[src/hw/rtl/edd_pkg.sv]
// Shared types and constants for the error diffusion dither block.
// Used by every module under hw/rtl; depends on nothing else.
package edd_pkg;

    localparam int EDD_MAX_WIDTH = 1024;
    localparam int MAX_HEIGHT    = 4096;

    localparam int GREY_W     = 8;
    localparam int ERR_W      = 13;
    localparam int WIDTH_W    = 11;
    localparam int HEIGHT_W   = 13;
    localparam int ROW_W      = 12;
    localparam int CFG_IDX_W  = 1;
    localparam int CFG_DATA_W = 13;

    localparam logic [WIDTH_W-1:0]  WIDTH_RESET  = WIDTH_W'(640);
    localparam logic [HEIGHT_W-1:0] HEIGHT_RESET = HEIGHT_W'(480);

    localparam logic signed [9:0] THRESHOLD   = 10'sd128;
    localparam logic signed [9:0] WHITE_LEVEL = 10'sd255;

    // Configuration register indexes.
    localparam logic [CFG_IDX_W-1:0] CFG_IDX_WIDTH  = 1'b0;
    localparam logic [CFG_IDX_W-1:0] CFG_IDX_HEIGHT = 1'b1;

    // Position flags of a pixel, fixed when it is accepted.
    typedef struct packed {
        logic last_col;
        logic last_row;
        logic first_row;
        logic col_zero;
    } t_pos;

    // Line buffer write request from the diffusion stage.
    typedef struct packed {
        logic                    pri_en;
        logic                    tail_en;
        logic signed [ERR_W-1:0] pri_data;
        logic signed [ERR_W-1:0] tail_data;
    } t_wr_req;

endpackage

[src/hw/rtl/edd_core.sv]
// Diffusion stage: corrects the pixel, thresholds it, spreads its error and
// holds the result register. Depends on edd_pkg.
module edd_core import edd_pkg::*; (
    input  logic                    i_clk,
    input  logic                    i_rst_n,
    input  logic                    i_a_valid,
    input  logic [GREY_W-1:0]       i_a_grey,
    input  t_pos                    i_a_pos,
    input  logic signed [ERR_W-1:0] i_rd_data,
    input  logic                    i_out_stall,
    output logic                    o_move,
    output t_wr_req                 o_wr,
    output logic                    o_out_valid,
    output logic                    o_bit_out,
    output logic                    o_row_end,
    output logic                    o_frame_end
);

    logic signed [ERR_W-1:0] r_right;
    logic signed [ERR_W-1:0] r_below;
    logic signed [ERR_W-1:0] r_diag;
    logic                    r_out_valid;
    logic                    r_bit;
    logic                    r_row_end;
    logic                    r_frame_end;

    logic signed [ERR_W-1:0] total;
    logic signed [8:0]       corr;
    logic signed [9:0]       v;
    logic                    white;
    logic signed [8:0]       err;
    logic signed [ERR_W-1:0] e1;
    logic signed [ERR_W-1:0] e3;
    logic signed [ERR_W-1:0] e5;
    logic signed [ERR_W-1:0] e7;
    logic signed [ERR_W-1:0] n_below;

    assign o_move = i_a_valid && (!r_out_valid || !i_out_stall);

    // The first row of a frame has nothing diffused from above.
    assign total = r_right + (i_a_pos.first_row ? ERR_W'(0) : i_rd_data);
    assign corr  = 9'(total >>> 4);
    assign v     = $signed({2'b00, i_a_grey}) + 10'(corr);
    assign white = (v >= THRESHOLD);
    assign err   = 9'(white ? v - WHITE_LEVEL : v);

    assign e1      = ERR_W'(err);
    assign e3      = (e1 <<< 1) + e1;
    assign e5      = (e1 <<< 2) + e1;
    assign e7      = (e1 <<< 3) - e1;
    assign n_below = r_diag + e5;

    // The last row of a frame sends nothing downward.
    assign o_wr.pri_en    = o_move && !i_a_pos.last_row && !i_a_pos.col_zero;
    assign o_wr.pri_data  = r_below + e3;
    assign o_wr.tail_en   = o_move && !i_a_pos.last_row && i_a_pos.last_col;
    assign o_wr.tail_data = n_below;

    always_ff @(posedge i_clk) begin
        if (!i_rst_n) begin
            r_right <= '0;
            r_below <= '0;
            r_diag  <= '0;
        end else if (o_move) begin
            r_right <= i_a_pos.last_col ? ERR_W'(0) : e7;
            if (i_a_pos.last_col) begin
                r_below <= '0;
                r_diag  <= '0;
            end else if (!i_a_pos.last_row) begin
                r_below <= n_below;
                r_diag  <= e1;
            end
        end
    end

    always_ff @(posedge i_clk) begin
        if (!i_rst_n) begin
            r_out_valid <= 1'b0;
        end else if (o_move) begin
            r_out_valid <= 1'b1;
        end else if (!i_out_stall) begin
            r_out_valid <= 1'b0;
        end
    end

    always_ff @(posedge i_clk) begin
        if (o_move) begin
            r_bit       <= white;
            r_row_end   <= i_a_pos.last_col;
            r_frame_end <= i_a_pos.last_col && i_a_pos.last_row;
        end
    end

    assign o_out_valid = r_out_valid;
    assign o_bit_out   = r_bit;
    assign o_row_end   = r_row_end;
    assign o_frame_end = r_frame_end;

`ifndef SYNTHESIS
    a_row_start_clean: assert property (@(posedge i_clk) disable iff (!i_rst_n)
        o_move && i_a_pos.last_col |=> r_right == '0 && r_below == '0 && r_diag == '0)
        else $error("carries not cleared at the end of a row");

    a_frame_on_row: assert property (@(posedge i_clk) disable iff (!i_rst_n)
        r_out_valid && r_frame_end |-> r_row_end)
        else $error("frame end flagged on a pixel that does not end a row");
`endif

endmodule

[config.mk]
export PLATFORM = sky130hd
export DESIGN_NAME = edd_core
export DESIGN_NICKNAME = d
export VERILOG_FILES = /design/src/hw/rtl/edd_pkg.sv /design/src/hw/rtl/edd_core.sv
export SDC_FILE = /design/constraint.sdc
export NUM_CORES = 1
export LEC_CHECK = 0
export BUFFER_PORTS_ARGS = -buffer_cell sky130_fd_sc_hd__buf_2
export CAP_MARGIN = 20
export CORE_MARGIN = 5
export CORE_UTILIZATION = 45
export CTS_BUF_LIST = sky130_fd_sc_hd__clkbuf_8
export DETAILED_ROUTE_END_ITERATION = 7
export PLACE_DENSITY = 0.73
export SLEW_MARGIN = 15
export SYNTH_ARGS = -nofsm -noshare
export SYNTH_HDL_FRONTEND = slang
export SYNTH_SLANG_ARGS = --single-unit
[constraint.sdc]
create_clock -name i_clk -period 17.3 [get_ports i_clk]
set_input_delay 5.19 -clock i_clk [delete_from_list [all_inputs] [get_ports i_clk]]
set_output_delay 5.19 -clock i_clk [all_outputs]
set_load 0.01 [all_outputs]
# Word-level counts from Yosys, hierarchy flattened
# Index checks and enable logic that the tools add are counted.
# totals
reg_bits	43
inputBits	29
out_inout_bits	33
wordCells	38
# classes
n_addsub	8
order_cmp	1
eq_ne	2
mux	9
n_reduce_logical	11
# ops
cell	n
$mux 13	6
$add 13x11->13	1
$add 13x12->13	1
$add 13x13->13	1
$sub 12x9->13	1
$add 11x9->12	1
$add 10x9->11	1
$add 9x9->10	1
$ge 10x9->1 const B	1
$mux 9	1
$sub 9x9->9 const B	1
$logic_and 1x1->1	5
$logic_not 1->1	4
$ne 2x1->1 const B	2
$mux 1	2
$reduce_and 2->1	1
$logic_or 1x1->1	1

# Longest topological paths before layout
# logic_depth
ltp_word	9
mapped_depth	36
depth_no_buf	34

# Least setup slack after synthesis
# Ideal clock, no wire load.
# synth_path
kind	input to output
start	input port i_a_pos[1] (netlist bit)
end	output port o_wr[12] (netlist bit)
arrival_ps	11557
required_ps	12110
setup_slack_ps	553
cell_stages	33
path_buffers	1
path_cell_list	clkbuf_1 -> nor2b_1 -> ha_1 -> o21ai_1 -> a221oi_2 -> a21o_1 -> and2_1 -> o21a_1 -> or2_2 -> xor2_1 -> ha_1 -> nor3_1 -> nand3_1 -> a2111oi_4 -> nor2_2 -> and3_1 -> o21ai_0 -> and2_1 -> ha_1 -> xnor2_1 -> inv_1 -> ha_1 -> a21o_1 -> a21oi_1 -> o21ai_0 -> a21oi_1 -> o21ai_0 -> a21oi_1 -> o21ai_0 -> a21oi_1 -> o21ai_0 -> nand2_1 -> xor2_1
# synth_lines
element	line	text
start: declaration	edd_core.sv:8	input t_pos i_a_pos,
end: declaration	edd_core.sv:12	output t_wr_req o_wr,

==> run_results.csv <==
group,metric,value,unit
outcome,outcome,"completed",
logic_synthesis,synth_most_common_cell,"nor2_1",
clocking,clock_path_buffers,2,
logic_synthesis,synth_area_leaders,"ha_1 16%, dfxtp_1 16%, xnor2_1 7.2%, nor2_1 5.0%, fa_1 4.3%",
global_routing,grt_overflow,0,
place,port_buffers,61,
logic_synthesis,synthFlopType,"dfxtp_1",
timing,relSlewSlack,27.3,%
route,first_iter_violations,210,
route,viasPerCell,5.59,
floorplan,die_h,111,um
critical_path,critPathMaxStageDelay,0.48,ns
global_routing,antenna_found_initial,0,
logic_synthesis,ys_top_cells_by_count,"62 x nor2_1, 61 x ha_1, 52 x inv_1",
clocking,htreeDepth,2,
cells_and_area,finalNetCount,749,
critical_path,cp_common_cell,"o21ai_0",
timing,report.final.slew_viol_count,0,
global_routing,grt_max_degree,32,
logic_synthesis,yosysSeqAreaShare,17.5,%
critical_path,cp.arrival,11.68,ns
timing,rsz0062_at_grt,"true",
floorplan,die_width,111,um
critical_path,critical_path_class,"in -> out",
cells_and_area,fin_cells,786,
critical_path,startpoint_type,"input pin",
logic_synthesis,ys_types,76,
route,wl_per_cell,15.6,um
logic_synthesis,yosysTopAreaCellShare,16.5,%
logic_synthesis,synth_nets,675,
global_routing,grt_pass1_wl,20.4,mm
timing,timing.final.crit_share,97.5,%
timing,skew,0.00647,ns
critical_path,r2r_slack,10.58,ns
timing,final_hold_viol_count,0,
clocking,cts_buffers,5,
logic_synthesis,syn_inst,575,
floorplan,num_rows,37,
place,gp_congestion,0.939,
route,num_vias,4390,
critical_path,cp_max_fo,13,
floorplan,die-area,12400,um2
job,cap_violations,0,
logic_synthesis,synth_area_leader_cell,"ha_1",
timing,period_minus_slack,16.87,ns
global_routing,gr-usage-all-layers,19.3,%
timing,fmax,59.3,MHz
place,dpl.hpwl,9.61,mm
global_routing,grt_pass1_vias,4325,
clocking,path_clk_slew,0.09,ns
cells_and_area,area_delta_synth_final,16.3,%
clocking,cts_num_sinks,39,
route,routed_wl,12.3,mm
clocking,clkLatencyLatePin,0.30,ns
route,first_pass_iters,4,
hold_path,min_path_type,"reg -> reg",
timing,whs,0.467,ns
floorplan,start_util,45.4,%
logic_synthesis,avgSynthCellArea,8.05,um2
route,drc,0,
timing,setup_violations,0,
place,post-place-cells,777,
critical_path,slowest_stage,"fa_1",
cells_and_area,fill_cells,992,
logic_synthesis,synth-edff-count,3,
floorplan,ios,62,
logic_synthesis,synthArstFlopShare,0,%
clocking,clockRootBuffer,"clkbuf_8",
logic_synthesis,ys_warn_count,0,
cells_and_area,layout-drive-gt1-share,19.5,%
timing,tightest_slew,1.09,ns
logic_synthesis,synth-seq-cells,39,
route,drtAntennaViolNets,0,
floorplan,coreArea,10200,um2
critical_path,crit_path_end_kind,"output pin",
logic_synthesis,syn_area,4630,um2
clocking,cts_tree,"yes",
cells_and_area,n_antenna_cell,0,
critical_path,cp.required,12.11,ns
==> final timing paths <==
path                                                from                       end  depth (start not counted)
worst max-delay path                          i_a_pos[1]                  o_wr[11]                         32
worst min-delay path            r_below[11]$_SDFFE_PN0P_  r_below[11]$_SDFFE_PN0P_                          2
worst max register to register   r_right[5]$_SDFFE_PN0P_  r_below[12]$_SDFFE_PN0P_                         31
worst min register to register  r_below[11]$_SDFFE_PN0P_  r_below[11]$_SDFFE_PN0P_                          2
==> stage by stage <==
stage               utilization, %  setup TNS, ns  cell area [um2]  setup WS (ns)
CTS                           52.1              0             5310         0.0122
global placement              50.9        -0.0849             5190        -0.0484
floorplan                        -              0             4630          0.553
detailed placement            50.9         -0.599             5190         -0.184
finish                        52.8              0             5380          0.427
global route                  52.8        -0.0172             5380        -0.0172
==> repair_timing <==
| action | 4_1_cts | 5_1_grt |
|---|---|---|
| setup buffers | 1 | 0 |
| pin swaps | 1 | 6 |
| setup endpoints to repair | 6 | 8 |
| hold buffers | 0 | 0 |
| gates resized for setup | 2 | 20 |
==> sequential cells by signal, summed over array words and instances (netlist names) <==
signal / flops
r_below: 13
r_right: 13
r_diag: 9
o_bit_out: 1
o_frame_end: 1
o_out_valid: 1
o_row_end: 1
==> final cells by class <==
class                      instances  area, um2  share of cell area, %
clock buffer                       5       68.8                   1.28
clock inverter                     3       43.8                  0.814
inverter                          55        206                   3.84
multi-input combinational        468       3630                   67.5
sequential                        39        811                   15.1
tap                              136        170                   3.16
timing repair buffer              80        450                   8.37
==> cell usage in the layout (no fill, tap or decap), types with 5 or more instances in the layout <==
cell type | netlist | layout
dfxtp_1 | 36 | 36
o21ai_0 | 24 | 21
xor2_1 | 11 | 11
a22oi_1 | 25 | 25
o21bai_1 | 6 | 6
buf_2 | 0 | 60
xnor2_1 | 38 | 37
ha_1 | 61 | 60
buf_4 | 0 | 19
a21o_1 | 19 | 19
clkbuf_8 | 0 | 5
nor2_1 | 62 | 61
and3_1 | 6 | 6
a21oi_1 | 33 | 31
o21a_1 | 8 | 7
o21ai_1 | 4 | 5
nor2b_1 | 17 | 17
nand2_1 | 28 | 27
inv_1 | 52 | 52
nand3_1 | 22 | 22
nor3_1 | 12 | 10
fa_1 | 10 | 10
==> per-layer routing <==
metal  up-vias  GRT usage, %  wire (um)
met3        14          2.61        528
met4         0          3.49        195
met5         -             0          0
met2        91          34.2       5800
li1       2216             -          -
met1      2069          25.3       5730
==> cells by family after synthesis <==
family	count (synthesis)	share of synthesized area [%]
flip-flops	39	17.5
adder cells (fa/ha/maj)	72	21.0
buffers and inverters	68	5.68
XOR/XNOR	51	9.98
AO/OA/AOI/OAI	165	26.3
AND/OR/NAND/NOR	177	18.8
multiplexers	3	0.676
==> worst max-delay path, delay by kind of cell <==
kind	cells	cell delay [ns]
adders and majority gates	4	1.44
xor gates and xnor gates	2	0.33
AOI/OAI and AO/OA	16	2.94
and+or+nand+nor	7	1.33
buffers and inverters	3	0.47
Power is not shown: default switching activity piles up to over one toggle a cycle in this logic, so the estimate is an artifact.
