[src/hw/rtl/edd_pkg.sv]
// Shared types and constants for the error diffusion dither block.
// Used by every module under hw/rtl; depends on nothing else.
package edd_pkg;

    localparam int EDD_MAX_WIDTH = 1024;
    localparam int MAX_HEIGHT    = 4096;

    localparam int GREY_W     = 8;
    localparam int ERR_W      = 13;
    localparam int WIDTH_W    = 11;
    localparam int HEIGHT_W   = 13;
    localparam int ROW_W      = 12;
    localparam int CFG_IDX_W  = 1;
    localparam int CFG_DATA_W = 13;

    localparam logic [WIDTH_W-1:0]  WIDTH_RESET  = WIDTH_W'(640);
    localparam logic [HEIGHT_W-1:0] HEIGHT_RESET = HEIGHT_W'(480);

    localparam logic signed [9:0] THRESHOLD   = 10'sd128;
    localparam logic signed [9:0] WHITE_LEVEL = 10'sd255;

    // Configuration register indexes.
    localparam logic [CFG_IDX_W-1:0] CFG_IDX_WIDTH  = 1'b0;
    localparam logic [CFG_IDX_W-1:0] CFG_IDX_HEIGHT = 1'b1;

    // Position flags of a pixel, fixed when it is accepted.
    typedef struct packed {
        logic last_col;
        logic last_row;
        logic first_row;
        logic col_zero;
    } t_pos;

    // Line buffer write request from the diffusion stage.
    typedef struct packed {
        logic                    pri_en;
        logic                    tail_en;
        logic signed [ERR_W-1:0] pri_data;
        logic signed [ERR_W-1:0] tail_data;
    } t_wr_req;

endpackage

[src/hw/rtl/edd_front.sv]
// Input stage: configuration registers, raster position counters and the
// input register. Depends on edd_pkg.
module edd_front import edd_pkg::*; #(
    parameter int MAX_WIDTH = EDD_MAX_WIDTH
) (
    input  logic                  i_clk,
    input  logic                  i_rst_n,
    input  logic                  i_cfg_valid,
    output logic                  o_cfg_ready,
    input  logic [CFG_IDX_W-1:0]  i_cfg_index,
    input  logic [CFG_DATA_W-1:0] i_cfg_data,
    input  logic                  i_in_valid,
    output logic                  o_in_stall,
    input  logic [GREY_W-1:0]     i_grey_in,
    input  logic                  i_move,
    output logic                  o_rd_en,
    output logic [$clog2(MAX_WIDTH)-1:0] o_rd_addr,
    output logic                  o_a_valid,
    output logic [GREY_W-1:0]     o_a_grey,
    output t_pos                  o_a_pos,
    output logic [$clog2(MAX_WIDTH)-1:0] o_a_col
);

    localparam int AW = $clog2(MAX_WIDTH);
    localparam int XW = (AW + 1 > WIDTH_W) ? AW + 1 : WIDTH_W;

    logic [WIDTH_W-1:0]  r_width;
    logic [HEIGHT_W-1:0] r_height;
    logic [AW-1:0]       r_col;
    logic [ROW_W-1:0]    r_row;
    logic                r_a_valid;
    logic [GREY_W-1:0]   r_a_grey;
    t_pos                r_a_pos;
    logic [AW-1:0]       r_a_col;

    logic [XW-1:0]       w_lim;
    logic [HEIGHT_W-1:0] h_lim;
    logic                accept;
    t_pos                n_pos;

    assign o_cfg_ready = 1'b1;

    always_ff @(posedge i_clk) begin
        if (!i_rst_n) begin
            r_width  <= WIDTH_RESET;
            r_height <= HEIGHT_RESET;
        end else if (i_cfg_valid) begin
            unique case (i_cfg_index)
                CFG_IDX_WIDTH:  r_width  <= i_cfg_data[WIDTH_W-1:0];
                CFG_IDX_HEIGHT: r_height <= i_cfg_data[HEIGHT_W-1:0];
            endcase
        end
    end

    // A zero dimension counts as one; larger values saturate at the maximum.
    always_comb begin
        if (r_width == '0) begin
            w_lim = XW'(1);
        end else if (XW'(r_width) > XW'(MAX_WIDTH)) begin
            w_lim = XW'(MAX_WIDTH);
        end else begin
            w_lim = XW'(r_width);
        end
        if (r_height == '0) begin
            h_lim = HEIGHT_W'(1);
        end else if (r_height > HEIGHT_W'(MAX_HEIGHT)) begin
            h_lim = HEIGHT_W'(MAX_HEIGHT);
        end else begin
            h_lim = r_height;
        end
    end

    assign n_pos.last_col  = XW'(r_col) >= (w_lim - XW'(1));
    assign n_pos.last_row  = HEIGHT_W'(r_row) >= (h_lim - HEIGHT_W'(1));
    assign n_pos.first_row = (r_row == '0);
    assign n_pos.col_zero  = (r_col == '0);

    assign o_in_stall = r_a_valid && !i_move;
    assign accept     = i_in_valid && !o_in_stall;

    always_ff @(posedge i_clk) begin
        if (!i_rst_n) begin
            r_col     <= '0;
            r_row     <= '0;
            r_a_valid <= 1'b0;
        end else begin
            if (accept) begin
                r_a_valid <= 1'b1;
                if (n_pos.last_col) begin
                    r_col <= '0;
                    r_row <= n_pos.last_row ? '0 : r_row + 1'b1;
                end else begin
                    r_col <= r_col + 1'b1;
                end
            end else if (i_move) begin
                r_a_valid <= 1'b0;
            end
        end
    end

    always_ff @(posedge i_clk) begin
        if (accept) begin
            r_a_grey <= i_grey_in;
            r_a_pos  <= n_pos;
            r_a_col  <= r_col;
        end
    end

    assign o_rd_en   = accept;
    assign o_rd_addr = r_col;
    assign o_a_valid = r_a_valid;
    assign o_a_grey  = r_a_grey;
    assign o_a_pos   = r_a_pos;
    assign o_a_col   = r_a_col;

`ifndef SYNTHESIS
    a_col_wraps: assert property (@(posedge i_clk) disable iff (!i_rst_n)
        accept && n_pos.last_col |=> r_col == '0)
        else $error("column counter did not restart after the last column");
`endif

endmodule

[config.mk]
export PLATFORM = sky130hd
export DESIGN_NAME = edd_front
export DESIGN_NICKNAME = d
export VERILOG_FILES = /design/src/hw/rtl/edd_pkg.sv /design/src/hw/rtl/edd_front.sv
export SDC_FILE = /design/constraint.sdc
export NUM_CORES = 1
export LEC_CHECK = 0
export ABC_AREA = 0
export BUFFER_PORTS_ARGS = -buffer_cell sky130_fd_sc_hd__clkbuf_2
export CAP_MARGIN = 0
export CORE_ASPECT_RATIO = 1.25
export CORE_MARGIN = 2
export CORE_UTILIZATION = 45
export CTS_BUF_LIST = sky130_fd_sc_hd__clkbuf_4 sky130_fd_sc_hd__clkbuf_8
export DETAILED_ROUTE_END_ITERATION = 7
export GPL_ROUTABILITY_DRIVEN = 0
export PLACE_DENSITY_LB_ADDON = 0.12
export SYNTH_ARGS = -nofsm -noshare
export SYNTH_HDL_FRONTEND = slang
export SYNTH_SLANG_ARGS = --single-unit
[constraint.sdc]
create_clock -name i_clk -period 6.6 [get_ports i_clk]
set_clock_uncertainty 0.15 [all_clocks]
set_input_delay 0.99 -clock i_clk [delete_from_list [all_inputs] [get_ports i_clk]]
set_output_delay 0.99 -clock i_clk [all_outputs]
set_load 0.01 [all_outputs]
# ---- Yosys cells after proc, flatten, opt, wreduce, memory -nomap -nowiden
# Index checks and enable logic that the tools add are counted.
dict set report word_totals {
  ff_bits 69
  latchBits 0
  mem_bits_rw 0
  rom_bits 0
  input_bits 27
  output_inout_bits 36
  wordCells 40
  memories 0
}
dict set report op_classes {
  addsub 4
  n_mul 0
  div_mod_pow 0
  n_lt_le_gt_ge 4
  n_eq_ne 0
  shift 0
  muxes 8
  bitwise 1
  n_reduce_logical 12
}
# op count
set op_table {}
lappend op_table {{13-bit 2-to-1 mux} 2}
lappend op_table {{11-bit 2-to-1 mux} 2}
lappend op_table {{12-bit by 13-bit >= comparator with 1-bit output} 1}
lappend op_table {{13-bit > comparator (second input constant)} 1}
lappend op_table {{13-bit zero test} 1}
lappend op_table {{13-bit by 1-bit subtractor with 13-bit output (second input constant)} 1}
lappend op_table {{12-bit by 1-bit adder with 12-bit output (second input constant)} 1}
lappend op_table {{12-bit zero test} 1}
lappend op_table {{12-bit 2-to-1 mux} 1}
lappend op_table {{10-bit by 11-bit >= comparator with 1-bit output} 1}
lappend op_table {{11-bit > comparator (second input constant)} 1}
lappend op_table {{11-bit zero test} 1}
lappend op_table {{11-bit by 1-bit subtractor with 11-bit output (second input constant)} 1}
lappend op_table {{10-bit by 1-bit adder with 10-bit output (second input constant)} 1}
lappend op_table {{10-bit zero test} 1}
lappend op_table {{10-bit 2-to-1 mux} 1}
lappend op_table {{2-bit AND reduction} 3}
lappend op_table {{1-bit logical AND} 2}
lappend op_table {{1-bit zero test} 2}
lappend op_table {{1-bit 2-to-1 mux} 2}
lappend op_table {{2-bit nonzero test} 1}
lappend op_table {{1-bit inverter} 1}

# ---- Logic depth before layout (Yosys ltp)
dict set report logic_depth {
  ltp_word 6
  depth_mapped 17
  mapped_depth_nobuf 16
}

# ---- Least setup slack after synthesis
# No wires, ideal clock.
dict set report synth_timing {
  kind {flip-flop to flip-flop}
  start {reg r_height[4]}
  end {reg r_row[2]}
  setup_ps 122
  arrival_ps 3899
  t_required_ps 6328
  setup_slack_ps 2429
  stages_incl_launch_ff 17
  n_path_buf 1
  synth_period_minus_slack_ps 4171
  path_cell_list {dfxtp_1 > or4_1 > nand3b_1 > nor4_1 > o21ai_0 > ha_1 > o21ai_1 > nor4_1 > o32a_1 > ha_1 > o2111a_1 > nand4_1 > o31ai_1 > o21ai_2 > and2_4 > buf_6 > a221o_1}
}
dict set report synth_between {
  elab_chain_len 6
  word_cells_on_any_way 7
  classes_between {1 x add/sub; 2 x order compare; 3 x mux; 1 x reduce/logical}
}
# element line_no
set synth_lines {}
lappend synth_lines {{from (decl)} edd_front.sv:28} ;# logic [HEIGHT_W-1:0] r_height;
lappend synth_lines {{from (signal assigned)} edd_front.sv:50} ;# CFG_IDX_HEIGHT: r_height <= i_cfg_data[HEIGHT_W-1:0];
lappend synth_lines {{13-bit > comparator} edd_front.sv:66} ;# end else if (r_height > HEIGHT_W'(MAX_HEIGHT)) begin
lappend synth_lines {{13-bit 2-to-1 mux} edd_front.sv:66}
lappend synth_lines {{13-bit 2-to-1 mux (*)} edd_front.sv:64} ;# if (r_height == '0) begin
lappend synth_lines {{13-bit by 1-bit subtractor with 13-bit output (*)} edd_front.sv:74} ;# assign n_pos.last_row = HEIGHT_W'(r_row) >= (h_lim - HEIGHT_W'(1));
lappend synth_lines {{12-bit by 13-bit >= comparator with 1-bit output (*)} edd_front.sv:74}
lappend synth_lines {{12-bit 2-to-1 mux (*)} edd_front.sv:91} ;# r_row <= n_pos.last_row ? '0 : r_row + 1'b1;
lappend synth_lines {{to (signal assigned)} edd_front.sv:91}
lappend synth_lines {{to (decl)} edd_front.sv:30} ;# logic [ROW_W-1:0] r_row;
# Every way passes the cells marked *; elsewhere a longest branch is shown, timed or not.
# A chain may end at the register's enable or synchronous reset.

# ---- Final worst setup path
dict set report layout_timing {
  start {reg r_height[4]}
  end {reg r_row[10]}
}
# The elaborated chain is that of the path after synthesis.

==> impl_results.rst <==
.. list-table::
   :header-rows: 1

   * - Metric
     - Value
   * - Outcome
     - finished, final reports clean
   * - Post-CTS Setup Inserts
     - 0
   * - Mean area per synthesized cell
     - 9.00 um2
   * - GRT Residual Overflow
     - 0
   * - Remaining antenna violation count
     - 0
   * - Estimated wirelength of the detail-placed design
     - 5.96 mm
   * - Main flop type after synthesis
     - sky130_fd_sc_hd__dfxtp_1
   * - Resized cells post-CTS
     - 0
   * - Overall die area
     - 8960 um2
   * - Number of buffers created by CTS
     - 9
   * - Post-DR wirelength/cell
     - 14.0 um
   * - Area inside the core boundary
     - 8100 um2
   * - Setup-violating endpoint count in the final report
     - 0
   * - Remaining DRCs
     - 0
   * - Worst setup path category
     - flop to flop
   * - Instance count of the mapped netlist
     - 411
   * - Cell leakage power
     - 1.86 nW
   * - Critical path data required time
     - 6.69 ns
   * - Proportion of synthesized flip-flops having asynchronous set or reset
     - 0%
   * - Antenna Diode Count
     - 0
   * - Kind of path behind the tightest hold check
     - flop to flop
   * - DR vias/cell
     - 5.41
   * - Global-route wire length before repair
     - 12.8 mm
   * - Number of hold buffers added after cts
     - 0
   * - CP Data Arrival Time
     - 4.87 ns
   * - Core occupancy in the finished layout
     - 53.2%
   * - Root buffer cell
     - sky130_fd_sc_hd__clkbuf_8
   * - Clk sink count
     - 69
   * - Depth of the worst hold-timing path
     - 2
   * - Number of placement rows
     - 37
   * - Setup repair after global routing missed its margin
     - no
   * - Final net count
     - 524
   * - Worst R2R Path Depth
     - 15
   * - Summed negative setup slack over all endpoints
     - 0 ns
   * - Endpoint type of the worst setup path
     - flop
   * - DIE WIDTH
     - 85.1 um
   * - Routed WL
     - 7.99 mm
   * - First-pass iteration count of the detailed router
     - 5
   * - Number of distinct library cells after synthesis
     - 57
   * - Count of pins over their slew limit
     - 0
   * - Port bufs
     - 61
   * - Number of global-route vias before repair
     - 2773
   * - Maximum frequency from static timing analysis
     - 0.209 GHz
   * - Initial antenna violation count
     - 0
   * - Clock input transition at the sequential cells of the worst setup and hold paths
     - 0.08 ns
   * - Initial DRC Count
     - 117
   * - Max capacitance violation total
     - 0
   * - Part of the cycle the worst path needs
     - 72.5%
   * - Layout-stage area growth over the synthesis result
     - 16.6%
   * - Warnings, synthesis
     - 0
   * - Clock tree from TritonCTS
     - built
   * - Starting utilization of the core area
     - 45.7%
   * - Fill count
     - 751
   * - Number of enable flip-flop cells after synthesis
     - 22
   * - Total power divided by cell area
     - 241 nW/um2
   * - Worst voltage drop across the vdd grid
     - 0.153 mV
   * - Maximum net fanout on the critical path
     - 10
   * - Final number of hold-violating endpoints
     - 0
   * - Flops & latches, synth
     - 69
   * - Share of final-layout standard cells stronger than drive strength 1
     - 19.0%
   * - Minimum period implied by the final worst setup slack
     - 4.79 ns
   * - Clock latency of the later-clocked register in the worst-skew pair
     - 0.34 ns
   * - Transition time at the pin with the least slew margin
     - 0.744 ns
   * - Mapped Area
     - 3700 um2
   * - Seq/Total Area, Yosys
     - 43.3%
   * - Type of origin of the critical path
     - flop
   * - Maximum number of pins on one net before global-route repair
     - 33
   * - Clock H-tree levels
     - 3
   * - Mapped Nets
     - 466
   * - Worst slew margin relative to its limit
     - 50.4%
   * - Maximum clock insertion buffer count
     - 2
   * - Num ports
     - 63
   * - Vias after detailed routing
     - 3090
   * - Floorplan die height
     - 105 um
   * - All-Layer GR Usage
     - 17.8%
[state kept, by name (all words and copies together), names as in the netlist]
register,count
r_height,13
r_row,12
r_width,11
o_a_col,10
o_rd_addr,10
o_a_grey,8
o_a_pos,4
o_a_valid,1
[power breakdown]
part	leakage [nW]	internal [W]	total [W]	switching (W)
Combinational	1.14	0.0000589	0.000139	0.0000806
Clock	0.124	0.000254	0.000423	0.000169
Sequential	0.598	0.000459	0.000476	0.0000174
[kinds of logic after synthesis]
kind of cell               after synthesis  synth area share, %
buffers and inverters                   27                 3.04
xor gates and xnor gates                17                 4.03
and+or+nand+nor                        193                 25.5
AOI/OAI and AO/OA                       75                 14.3
muxes                                    1                0.271
DFF                                     69                 43.3
other                                    1                0.101
adders and majority gates               28                 9.47
[metrics by stage]
stage	setup slack (ns)	hold WS (ns)	power [W]	cell area, um2	instances
6_report	1.81	0.331	0.00104	4310	571
3_5_place_dp	1.94	0.322	0.000627	4070	555
4_1_cts	1.90	0.332	0.00105	4310	571
3_3_place_gp	2.08	0.317	0.000624	4070	555
2_1_floorplan	2.43	0.299	0.000582	3700	411
5_1_grt	1.33	0.363	0.00109	4310	571
[worst paths after layout]
| check | slack [ns] | from | to |
|---|---|---|---|
| worst min-delay path | 0.33 | r_height[11]$_SDFFE_PN0P_ | r_height[11]$_SDFFE_PN0P_ |
| worst min register to register | 0.33 | r_height[11]$_SDFFE_PN0P_ | r_height[11]$_SDFFE_PN0P_ |
| worst max register to register | 1.81 | r_height[4]$_SDFFE_PN0P_ | r_row[10]$_SDFFE_PN0P_ |
| worst max-delay path | 1.81 | r_height[4]$_SDFFE_PN0P_ | r_row[10]$_SDFFE_PN0P_ |
[synth_stat cells, types with 9 or more instances]
library cell / instances / area, um2
sky130_fd_sc_hd__and3_1: 11 / 68.8
sky130_fd_sc_hd__nand2_1: 65 / 244
sky130_fd_sc_hd__ha_1: 28 / 350
sky130_fd_sc_hd__nand3_1: 10 / 50.1
sky130_fd_sc_hd__nor4_1: 9 / 56.3
sky130_fd_sc_hd__clkbuf_1: 13 / 48.8
sky130_fd_sc_hd__a21oi_1: 27 / 135
sky130_fd_sc_hd__edfxtp_1: 22 / 661
sky130_fd_sc_hd__inv_1: 12 / 45.0
sky130_fd_sc_hd__nand2b_1: 10 / 62.6
sky130_fd_sc_hd__nor2_1: 47 / 176
sky130_fd_sc_hd__xnor2_1: 10 / 87.6
sky130_fd_sc_hd__dfxtp_1: 47 / 941
sky130_fd_sc_hd__a221o_1: 9 / 90.1
[layout by cell type, fill, tap and decap left out, types with 2 or more instances in the layout]
cell / count
sky130_fd_sc_hd__nand2_1: 65
sky130_fd_sc_hd__clkbuf_2: 61
sky130_fd_sc_hd__nor2_1: 47
sky130_fd_sc_hd__dfxtp_1: 47
sky130_fd_sc_hd__ha_1: 28
sky130_fd_sc_hd__a21oi_1: 27
sky130_fd_sc_hd__edfxtp_1: 22
sky130_fd_sc_hd__inv_1: 12
sky130_fd_sc_hd__and3_1: 11
sky130_fd_sc_hd__nand2b_1: 10
sky130_fd_sc_hd__nand3_1: 10
sky130_fd_sc_hd__xnor2_1: 10
sky130_fd_sc_hd__nor4_1: 9
sky130_fd_sc_hd__a221o_1: 9
sky130_fd_sc_hd__clkbuf_8: 9
sky130_fd_sc_hd__nor3_1: 8
sky130_fd_sc_hd__o21ai_0: 8
sky130_fd_sc_hd__xor2_1: 7
sky130_fd_sc_hd__nand4_1: 6
sky130_fd_sc_hd__nor2b_1: 5
sky130_fd_sc_hd__o32a_1: 5
sky130_fd_sc_hd__or3_1: 3
sky130_fd_sc_hd__o211ai_1: 3
sky130_fd_sc_hd__o21a_1: 3
sky130_fd_sc_hd__or2_2: 3
sky130_fd_sc_hd__bufinv_16: 3
sky130_fd_sc_hd__or4_4: 2
sky130_fd_sc_hd__o31a_1: 2
sky130_fd_sc_hd__a211oi_1: 2
sky130_fd_sc_hd__or4_1: 2
sky130_fd_sc_hd__nand3b_1: 2
sky130_fd_sc_hd__a21o_1: 2
sky130_fd_sc_hd__inv_6: 2
[per-layer routing]
metal / vias up / global-route usage (%) / routed length [um]
li1: 1596 / - / -
met1: 1422 / 22.5 / 3730
met2: 66 / 29.6 / 3840
met3: 6 / 3.13 / 334
met4: 0 / 7.60 / 88
met5: - / 0 / 0
[critical path: stages (launching register included)]
cell                        delay, ns
sky130_fd_sc_hd__dfxtp_1         0.35
sky130_fd_sc_hd__or4_1           0.61
sky130_fd_sc_hd__nand3b_1        0.26
sky130_fd_sc_hd__nor4_1          0.19
sky130_fd_sc_hd__o21ai_0         0.15
sky130_fd_sc_hd__ha_1            0.27
sky130_fd_sc_hd__o21ai_1         0.31
sky130_fd_sc_hd__nor3_1          0.10
sky130_fd_sc_hd__o32a_1          0.32
sky130_fd_sc_hd__ha_1            0.29
sky130_fd_sc_hd__and4_1          0.17
sky130_fd_sc_hd__a2111oi_0       0.45
sky130_fd_sc_hd__o21ai_0         0.25
sky130_fd_sc_hd__o21ai_2         0.36
sky130_fd_sc_hd__nand2_1         0.13
sky130_fd_sc_hd__o41ai_1         0.35
[area by class of cell]
cell class	instances	area (um2)	area share, %
Multi-Input combinational cell	315	1990	46.1
Clock inverter	7	121	2.81
Clock buffer	9	124	2.87
Tap cell	97	121	2.81
Inverter	12	45.0	1.04
Timing Repair Buffer	62	313	7.25
Sequential cell	69	1600	37.1
(Power assumes the default switching activity.)
